**config.mk**
```make
export PLATFORM = sky130hd
export DESIGN_NAME = sbct_ctrl
export DESIGN_NICKNAME = d
export VERILOG_FILES = /design/src/sbct_pkg.sv /design/src/sbct_ctrl.sv
export SDC_FILE = /design/constraint.sdc
export NUM_CORES = 1
export LEC_CHECK = 0
export BUFFER_PORTS_ARGS = -buffer_cell sky130_fd_sc_hd__buf_2
export CAP_MARGIN = 20
export CORE_AREA = 4 4 41 43
export CTS_CLUSTER_SIZE = 20
export DETAILED_ROUTE_END_ITERATION = 8
export DIE_AREA = 0 0 45 47
export GPL_TIMING_DRIVEN = 0
export MAX_ROUTING_LAYER = met4
export PLACE_DENSITY = 0.38
export REMOVE_ABC_BUFFERS = 1
export SLEW_MARGIN = 20
export SYNTH_ARGS = -nofsm -noshare
export SYNTH_HDL_FRONTEND = slang
export SYNTH_SLANG_ARGS = --single-unit
```
**constraint.sdc**
```tcl
create_clock -name clk -period 1.25 [get_ports clk]
set_clock_uncertainty 0.2 [all_clocks]
set_input_delay 0.1875 -clock clk [delete_from_list [all_inputs] [get_ports clk]]
set_output_delay 0.1875 -clock clk [all_outputs]
set_load 0.03 [all_outputs]
```
**src/sbct_pkg.sv**
```systemverilog
// Shared types and constants for the block claim tracker.
// Used by every module of the tracker but sbct_ram; depends on nothing.
`default_nettype none

package sbct_pkg;

    // default number of tracking slots
    localparam int unsigned SLOT_COUNT_DEFAULT = 256;

    // counter and field width
    localparam int unsigned CNT_W = 16;

    // request kinds
    localparam logic [2:0] KIND_READY = 3'd0;
    localparam logic [2:0] KIND_CLAIM = 3'd1;
    localparam logic [2:0] KIND_REWIND = 3'd2;
    localparam logic [2:0] KIND_DONE = 3'd3;
    localparam logic [2:0] KIND_QUERY = 3'd4;

    // request word
    typedef struct packed {
        logic [2:0]       kind;
        logic [CNT_W-1:0] task_id;
        logic [CNT_W-1:0] total_blocks;
        logic [CNT_W-1:0] avail;
        logic [CNT_W-1:0] expected_end;
        logic [CNT_W-1:0] rewind_to;
    } req_word_t;

    // result word
    typedef struct packed {
        logic [CNT_W-1:0] granted;
        logic [CNT_W-1:0] first_block;
        logic             rewind_ok;
        logic             task_complete;
        logic             has_remaining;
    } res_word_t;

    // controller states
    typedef enum logic [2:0] {
        ST_CLEAR,
        ST_IDLE,
        ST_REDUCE,
        ST_READ,
        ST_EXEC
    } ctrl_state_t;

    // controller to datapath
    typedef struct packed {
        logic clear_wr;
        logic load;
        logic step;
        logic read_slot;
        logic exec;
    } ctrl_cmd_t;

    // datapath to controller
    typedef struct packed {
        logic clear_last;
        logic reduce_done;
    } dp_status_t;

endpackage

`default_nettype wire

```
**src/sbct_ctrl.sv**
```systemverilog
// Controller state machine of the block claim tracker.
// Depends on sbct_pkg for state, command and status types.
`default_nettype none

module sbct_ctrl #(
    parameter int unsigned SLOT_COUNT = sbct_pkg::SLOT_COUNT_DEFAULT
) (
    input  wire logic                   clk,
    input  wire logic                   rst_n,
    input  wire logic                   start,
    input  wire sbct_pkg::dp_status_t   status,
    output sbct_pkg::ctrl_cmd_t         cmd,
    output logic                        busy
);

    localparam bit IS_POW2 = ((SLOT_COUNT & (SLOT_COUNT - 1)) == 0);

    sbct_pkg::ctrl_state_t state_reg, state_next;

    // state register
    always_ff @(posedge clk or negedge rst_n)
    begin
        if (!rst_n)
        begin
            state_reg <= sbct_pkg::ST_CLEAR;
        end
        else
        begin
            state_reg <= state_next;
        end
    end

    // next state
    always_comb
    begin
        state_next = state_reg;
        unique case (state_reg)
            sbct_pkg::ST_CLEAR:
            begin
                if (status.clear_last)
                begin
                    state_next = sbct_pkg::ST_IDLE;
                end
            end
            sbct_pkg::ST_IDLE:
            begin
                if (start)
                begin
                    state_next = IS_POW2 ? sbct_pkg::ST_EXEC : sbct_pkg::ST_REDUCE;
                end
            end
            sbct_pkg::ST_REDUCE:
            begin
                if (status.reduce_done)
                begin
                    state_next = sbct_pkg::ST_READ;
                end
            end
            sbct_pkg::ST_READ:
            begin
                state_next = sbct_pkg::ST_EXEC;
            end
            sbct_pkg::ST_EXEC:
            begin
                state_next = sbct_pkg::ST_IDLE;
            end
            default:
            begin
                state_next = sbct_pkg::ST_CLEAR;
            end
        endcase
    end

    // outputs
    always_comb
    begin
        cmd  = '0;
        busy = 1'b1;
        unique case (state_reg)
            sbct_pkg::ST_CLEAR:  cmd.clear_wr = 1'b1;
            sbct_pkg::ST_IDLE:
            begin
                busy     = 1'b0;
                cmd.load = start;
            end
            sbct_pkg::ST_REDUCE: cmd.step = 1'b1;
            sbct_pkg::ST_READ:   cmd.read_slot = 1'b1;
            sbct_pkg::ST_EXEC:   cmd.exec = 1'b1;
            default:             cmd = '0;
        endcase
    end

endmodule

`default_nettype wire

```
==> impl_metrics.tcl, run 1 <==
set metrics [dict create \
    fp.dieH_microns 47 \
    final_cell_mix "buf_2, buf_4, buf_6" \
    io-pin-count 11 \
    cts.path.max_buffers 2 \
    clk_latency_ns 0.23 \
    setup_viol 7 \
    portBuffers 10 \
    syn-cell-area_sq_um 200 \
    crit_type "reg2out" \
    coreArea_sq_mm 0.00130 \
    std_cell_rows 13 \
    grt_setup_unrepaired "true" \
    cts_root_buffer "clkbuf_4" \
    ys_warn_count 0 \
    tightestPinTransition_ns 0.263 \
    drv_slew 0 \
    initial_core_util_pct 15.4 \
    gr-usage-all-layers_pct 6.71 \
    avgSynthCellArea_sq_um 10.5 \
    drc 0 \
    grt_max_degree 10 \
    setup_ws_ns -0.403 \
    routedWlPerCell_microns 11.1 \
    tritoncts "built" \
    fill_cells 151 \
    grt_pass1_wl_microns 883 \
    setup_tns_ns -2.03 \
    cts_made_buffers 3 \
    die-area_sq_mm 0.00212 \
    clk_pin_slew_ns 0.04 \
    viasPerCell 4.02 \
    antenna_cells 0 \
    min_path_type "in2async" \
    power_density_mw_per_mm2 2150 \
    instances_no_fill 53 \
    ys_seq_area_share_pct 37.5 \
    worst_slew_margin_rel_pct 82.2 \
    p_clk_share_pct 20.0 \
    dp_hpwl_microns 388 \
    ys_ff_latch 3 \
    post-route-min-period_ns 1.65 \
    worstSetupStartpointType "flop" \
    cp_data_required_time_ns 0.86 \
    dp_cells 43 \
    htreeDepth 1 \
    intPower_mw 0.509 \
    cp_max_fo 3 \
    p_leak_nw 0.187 \
    fmax_mhz 605 \
    drive_gt1_share_pct 76.3 \
    grt_pass1_vias 217 \
    postSynthCellCount 19 \
    violations "setup timing" \
    cts_sinks 3 \
    p_sw_share_pct 39.5 \
    yosys.area.top_type "dfrtp_1" \
    dieWidth_microns 45 \
    status "finished with violations" \
    p_switching_mw 0.332 \
    ant_nets 0 \
    whs_ns 0.0700 \
    hold_viol 0 \
    vias 213 \
    wl_microns 589 \
    worstPathArrival_ns 1.27 \
    largest_register_ffs 3 \
    nNetsFinal 44 \
    ir_drop_mv 0.553 \
    gp_congestion 0.723 \
    grt-ovfl-total 0 \
    drt_pass1_iterations 1 \
    drt_iter0_markers 0 \
    end_kind "primary output" \
    comb_power_share_pct 61.1 \
    p_seq_share_pct 19.0 \
    synthTopCellsByArea "dfrtp_1, nor3b_1, and4bb_1" \
    synth_top_cell_area_share_pct 37.5 \
    antenna_found_initial 0 \
    maxCapViolCount 0 \
    period_share_pct 132 \
    syn2layout_area_growth_pct 95.6 \
    synth.distinct_cells 15 \
]
## metrics by stage
step	total power [mW]	area (sq um)	utilization (%)	setup slack, ns
finish	0.842	392	30.1	-0.403
CTS	0.829	375	28.8	-0.411
global route	0.896	392	30.1	-0.441
detailed placement	0.483	258	19.8	-0.293
global placement	0.476	258	19.8	-0.279
floorplan	0.398	189	-	-0.347
## kinds of logic (layout without fill, tap and decap cells)
family,count (synthesis),after routing,synth area share [%]
and+or+nand+nor,13,13,50.6
DFF,3,3,37.5
AOI/OAI and AO/OA,1,1,4.38
buffers and inverters,2,21,7.50
## synthesized netlist by cell type
cell,number
nor3b_1,2
nor3_1,1
inv_1,1
a211o_1,1
or2_1,1
and3b_2,1
and4bb_1,1
buf_6,1
or3b_4,1
nor2_1,2
nor2_2,1
nor3b_2,1
dfrtp_1,3
nor4b_1,1
and2_1,1
## worst max-delay path: stages, from the launching register on
cell	delay (ns)
dfrtp_2	0.41
or3b_4	0.40
nor2_4	0.09
buf_6	0.13
## layout make-up
class / instances / area, sq um / share of cell area [%]
Clock buffer: 4 / 26.3 / 6.71
Inverter: 1 / 3.75 / 0.958
Multi-Input combinational cell: 14 / 135 / 34.5
Tap cell: 15 / 18.8 / 4.79
Sequential cell: 3 / 78.8 / 20.1
Timing Repair Buffer: 16 / 129 / 32.9
## final timing paths
path,startpoint,end,slack [ns],cells after the start
max,state_reg[1]$_DFFE_PN0P_,cmd[3],-0.40,3
min,rst_n,state_reg[1]$_DFFE_PN0P_,0.07,2
max reg2reg,state_reg[2]$_DFFE_PN0P_,state_reg[0]$_DFFE_PN0P_,-0.16,3
min reg2reg,state_reg[1]$_DFFE_PN0P_,state_reg[1]$_DFFE_PN0P_,0.40,1
max in group asynchronous,rst_n,state_reg[0]$_DFFE_PN0P_,0.66,2
min in group clk,status[1],state_reg[0]$_DFFE_PN0P_,0.08,3
## repair_timing
action	in CTS	in global routing
setup buffers	4	1
gates resized for setup	17	2
hold buffers	1	0
endpoints found under the hold margin	3	0
endpoints found under the setup margin	7	7
pin swaps	1	1
## routing by layer
layer	up-vias	global-route usage (%)	share of wire [%]
li1	105	-	-
met1	93	5.96	40
met2	13	9.60	44
met4	0	8.77	2.4
met5	-	-	0
met3	2	2.68	14
## power by group through the flow
| stage | Combinational, mW | Sequential (mW) | Clock, mW |
|---|---|---|---|
| 3_5_place_dp | 0.304 | 0.179 | 0 |
| 2_1_floorplan | 0.234 | 0.164 | 0 |
| 3_3_place_gp | 0.301 | 0.175 | 0 |
| 6_report | 0.514 | 0.160 | 0.168 |
| 4_1_cts | 0.487 | 0.161 | 0.181 |
| 5_1_grt | 0.542 | 0.165 | 0.189 |
No activity file was read; power rests on OpenSTA's default activity.
==> inputs of run 2 (changes only) <==
==> constraint.sdc (replaced) <==
create_clock -name clk -period 1.4 [get_ports clk]
set_clock_uncertainty 0.2 [all_clocks]
set_input_delay 0.21 -clock clk [delete_from_list [all_inputs] [get_ports clk]]
set_output_delay 0.21 -clock clk [all_outputs]
set_load 0.03 [all_outputs]
==> run 2 against run 1 <==
Hold slack gained 0.022 ns. Critical path depth is the same. The run still ends with setup timing left. Highest routed layer unchanged. Global-route usage did not move. Register-to-register slack gained 0.15 ns. Largest power group unchanged. Non-clock buffer count is the same.
==> impl_metrics.tcl, run 2 (synthesis results as in run 1) <==
set metrics [dict create \
    status "finished with violations" \
    violations "setup timing" \
    grt_max_degree 10 \
    fp.dieH_microns 47 \
    dieWidth_microns 45 \
    drt_iter0_markers 0 \
    period_share_pct 120 \
    drc 0 \
    fin_area_sq_um 392 \
    crit_type "reg2out" \
    dp_hpwl_microns 388 \
    setup_ws_ns -0.276 \
    final_cell_mix "buf_2, buf_4, buf_6" \
    cp_max_fo 3 \
    maxCapViolCount 0 \
    whs_ns 0.0925 \
    cts.path.max_buffers 2 \
    clk_pin_slew_ns 0.04 \
    post-route-min-period_ns 1.68 \
    drive_gt1_share_pct 76.3 \
    place_area_sq_um 258 \
    viasPerCell 4.02 \
    gp_congestion 0.723 \
    drt_pass1_iterations 1 \
    clk_latency_ns 0.23 \
    grt_pass1_vias 217 \
    cp_num_buf_inv 1 \
    fmax_mhz 597 \
    min_path_type "in2async" \
    path_delay_family "simple AND/OR/NAND/NOR gates" \
    vias 213 \
    dp_cells 43 \
    worstPathArrival_ns 1.27 \
    r2r_cells 3 \
    cts_sinks 3 \
    cp_data_required_time_ns 0.99 \
    end_kind "primary output" \
    die-area_sq_mm 0.00212 \
    antenna_cells 0 \
    rrSetupSlack_ns -0.01 \
    instances_no_fill 53 \
    timing.rr.start "state_reg[2]$_DFFE_PN0P_" \
    grt_setup_unrepaired "true" \
    slowest_stage "dfrtp_2" \
    grt-ovfl-total 0 \
    r2r_end "state_reg[0]$_DFFE_PN0P_" \
    p_leak_nw 0.187 \
    io-pin-count 11 \
    syn2layout_area_growth_pct 95.6 \
    cts_made_buffers 3 \
    portBuffers 10 \
    worstSetupStartpointType "flop" \
    critPathMaxStageDelay_ns 0.41 \
    tritoncts "built" \
    nNetsFinal 44 \
    ir_drop_mv 0.494 \
    wl_microns 589 \
    std_cell_rows 13 \
    initial_core_util_pct 15.4 \
    ant_nets 0 \
    tightestPinTransition_ns 0.263 \
    drv_slew 0 \
    power_density_mw_per_mm2 1920 \
    gr-usage-all-layers_pct 6.71 \
    largest_register_ffs 3 \
    hold_viol 0 \
    coreArea_sq_mm 0.00130 \
    worst_slew_margin_rel_pct 82.2 \
    htreeDepth 1 \
    grt_pass1_wl_microns 883 \
    cp_cell_sequence "or3b_4, nor2_4, buf_6" \
    routedWlPerCell_microns 11.1 \
    setup_viol 7 \
    antenna_found_initial 0 \
    cts_root_buffer "clkbuf_4" \
]
==> run 2: cell counts in the layout (fill, tap and decap cells not counted) <==
Identical to the previous run, type by type.
==> run 2: metrics by stage <==
stage	setup WS, ns	setup TNS, ns	power (mW)	utilization [%]
final	-0.276	-1.12	0.751	30.1
after global routing	-0.314	-1.42	0.800	30.1
after CTS	-0.284	-1.20	0.740	28.8
after detailed placement	-0.165	-0.249	0.432	19.8
after global placement	-0.151	-0.220	0.425	19.8
after floorplan	-0.219	-0.584	0.355	-
==> run 2: timing repair <==
| action | in CTS | in global routing |
|---|---|---|
| hold endpoints to repair | 3 | 0 |
| gates resized for setup | 17 | 2 |
| pin swaps | 1 | 1 |
| hold buffers | 1 | 0 |
| buffers inserted | 4 | 1 |
| endpoints found under the setup margin | 6 | 7 |
==> run 2: final cells by class <==
type                    count  area (sq um)
multi-input cells          14           135
flip-flops and latches      3          78.8
well taps                  15          18.8
fillers                   151           910
inverters                   1          3.75
clock buffers               4          26.3
repair buffers             16           129
==> run 2: how the worst max path moves through the flow <==
stage                                   from      to  slack [ns]  depth (start not counted)
floorplan           state_reg[2]$_DFFE_PN0P_  cmd[3]       -0.22                          2
CTS                 state_reg[2]$_DFFE_PN0P_  cmd[3]       -0.28                          3
global placement    state_reg[2]$_DFFE_PN0P_  cmd[3]       -0.15                          3
global route        state_reg[0]$_DFFE_PN0P_  cmd[3]       -0.31                          3
finish              state_reg[1]$_DFFE_PN0P_  cmd[3]       -0.28                          3
detailed placement  state_reg[2]$_DFFE_PN0P_  cmd[3]       -0.17                          3
==> run 2: per-layer routing <==
layer | GRT usage (%) | vias to the layer above | wire length (microns)
met4 | 8.77 | 0 | 14
met3 | 2.68 | 2 | 80
met5 | - | - | 0
met2 | 9.60 | 13 | 260
met1 | 5.96 | 93 | 233
li1 | - | 105 | -
==> run 2: where the power goes <==
part | internal, mW | leakage [nW] | total, mW | switching (mW)
Clock | 0.107 | 0.0150 | 0.150 | 0.0435
Sequential | 0.115 | 0.0349 | 0.142 | 0.0276
Combinational | 0.233 | 0.137 | 0.459 | 0.226
==> inputs of run 3 (changes only) <==
--- a/config.mk
+++ b/config.mk
@@ -7,10 +7,10 @@
 export LEC_CHECK = 0
 export BUFFER_PORTS_ARGS = -buffer_cell sky130_fd_sc_hd__buf_2
 export CAP_MARGIN = 20
-export CORE_AREA = 4 4 41 43
+export CORE_AREA = 2 2 39 41
 export CTS_CLUSTER_SIZE = 20
 export DETAILED_ROUTE_END_ITERATION = 8
-export DIE_AREA = 0 0 45 47
+export DIE_AREA = 0 0 41 43
 export GPL_TIMING_DRIVEN = 0
 export MAX_ROUTING_LAYER = met4
 export PLACE_DENSITY = 0.38
==> run 3 against run 2 <==
The run still ends with setup timing left. Cell area shrank 0.64%. Cell count is the same. Die area shrank 17%. Sequential share of layout area grew 0.13 points. Via count shrank 2.3%. Critical endpoint unchanged.
==> impl_metrics.tcl, run 3 (synthesis results as in run 1) <==
set metrics [dict create \
    status "finished with violations" \
    violations "setup timing" \
    ant_nets 0 \
    min_path_type "in2reg" \
    vias 208 \
    r2r_cells 3 \
    worst_slew_margin_rel_pct 80.7 \
    nNetsFinal 43 \
    cp_data_required_time_ns 0.99 \
    ir_drop_mv 0.571 \
    fin_area_sq_um 389 \
    gr-usage-all-layers_pct 8.04 \
    worstSetupStartpointType "flop" \
    instances_no_fill 53 \
    drv_slew 0 \
    grt-ovfl-total 0 \
    drive_gt1_share_pct 75.7 \
    clk_pin_slew_ns 0.04 \
    maxCapViolCount 0 \
    whs_path_depth 3 \
    grt_pass1_vias 207 \
    largest_register_ffs 3 \
    power_density_mw_per_mm2 1930 \
    tritoncts "built" \
    hp-start "status[1]" \
    dp_cells 44 \
    p_leak_nw 0.183 \
    grt_pass1_wl_microns 855 \
    fill_cells 151 \
    grt_max_degree 10 \
    gp_congestion 0.593 \
    hold_viol 0 \
    die-area_sq_mm 0.00176 \
    fmax_mhz 598 \
    htreeDepth 1 \
    portBuffers 10 \
    dp_hpwl_microns 360 \
    hold_end "state_reg[0]$_DFFE_PN0P_" \
    timing.rr.start "state_reg[2]$_DFFE_PN0P_" \
    rrSetupSlack_ns -0.01 \
    drt_pass1_iterations 1 \
    fp.dieH_microns 43 \
    initial_core_util_pct 14.5 \
    end_kind "primary output" \
    cts_sinks 3 \
    wl_microns 559 \
    tightestPinTransition_ns 0.285 \
    place_area_sq_um 259 \
    antenna_cells 0 \
    syn2layout_area_growth_pct 94.4 \
    cts.path.max_buffers 2 \
    io-pin-count 11 \
    antenna_found_initial 0 \
    grt_setup_unrepaired "true" \
    period_share_pct 119 \
    drc 0 \
    post-route-min-period_ns 1.67 \
    viasPerCell 3.92 \
    r2r_end "state_reg[0]$_DFFE_PN0P_" \
    routedWlPerCell_microns 10.5 \
    final_common_cell "buf_6" \
    clk_latency_ns 0.23 \
    std_cell_rows 14 \
    setup_viol 7 \
    worstPathArrival_ns 1.26 \
    cts_root_buffer "clkbuf_4" \
    final_cell_mix "buf_6, buf_2, clkbuf_4, buf_4, dfrtp_2" \
    setup_ws_ns -0.271 \
    cp_max_fo 2 \
    coreArea_sq_mm 0.00138 \
    cts_made_buffers 3 \
    drt_iter0_markers 0 \
    dieWidth_microns 41 \
    crit_type "reg2out" \
]
==> run 3: cell types whose count changed in the layout (fill, tap and decap cells not counted) <==
cell,change
buf_4,-2
buf_6,+1
==> run 3: area by class of cell <==
| class | instances | area [sq um] | area share, % |
|---|---|---|---|
| multi-input combinational | 14 | 135 | 34.7 |
| timing repair buffer | 15 | 125 | 32.2 |
| sequential | 3 | 78.8 | 20.3 |
| clock buffer | 4 | 26.3 | 6.75 |
| tap | 16 | 20.0 | 5.14 |
| inverter | 1 | 3.75 | 0.965 |
==> run 3: what timing repair did <==
action / CTS / global route
buffers inserted: 4 / 0
hold buffers: 1 / 0
gates resized for setup: 19 / 1
endpoints found under the setup margin: 6 / 7
pin swaps: 1 / 0
endpoints found under the hold margin: 3 / 0
==> run 3: worst max path at each step <==
stage | startpoint | end | slack [ns] | cells after the start
floorplan | state_reg[2]$_DFFE_PN0P_ | cmd[3] | -0.22 | 2
global placement | state_reg[2]$_DFFE_PN0P_ | cmd[3] | -0.16 | 3
detailed placement | state_reg[2]$_DFFE_PN0P_ | cmd[3] | -0.17 | 3
CTS | state_reg[2]$_DFFE_PN0P_ | cmd[3] | -0.29 | 3
global route | state_reg[2]$_DFFE_PN0P_ | cmd[3] | -0.31 | 3
finish | state_reg[2]$_DFFE_PN0P_ | cmd[3] | -0.27 | 3
==> run 3: layer usage <==
metal  track usage, %  vias up  share of wire (%)
li1                 -      102                  -
met1             9.06       95                 41
met2             10.6       11                 45
met3             2.09        0                 14
met4             8.00        0                  0
met5                -        -                  0
==> run 3: where the power goes <==
part           switching [mW]  total [mW]  internal (mW)
clock                  0.0439       0.151          0.107
sequential             0.0229       0.138          0.115
combinational           0.230       0.462          0.232
==> run 3: critical path: stages, from the launching register on <==
cell and delay, ns:
dfrtp_2 0.40, or3b_4 0.41, nor2_4 0.09, buf_6 0.13
==> run 3: per-stage QoR <==
| step | setup TNS (ns) | utilization, % | total power, mW | hold WS, ns | setup slack [ns] |
|---|---|---|---|---|---|
| 2_1_floorplan | -0.584 | - | 0.355 | -0.286 | -0.219 |
| 3_3_place_gp | -0.226 | 18.7 | 0.424 | -0.196 | -0.156 |
| 3_5_place_dp | -0.261 | 18.7 | 0.432 | -0.193 | -0.174 |
| 4_1_cts | -1.18 | 27.8 | 0.751 | 0.0843 | -0.294 |
| 5_1_grt | -1.42 | 28.1 | 0.807 | 0.0970 | -0.312 |
| 6_report | -1.11 | 28.1 | 0.750 | 0.0878 | -0.271 |
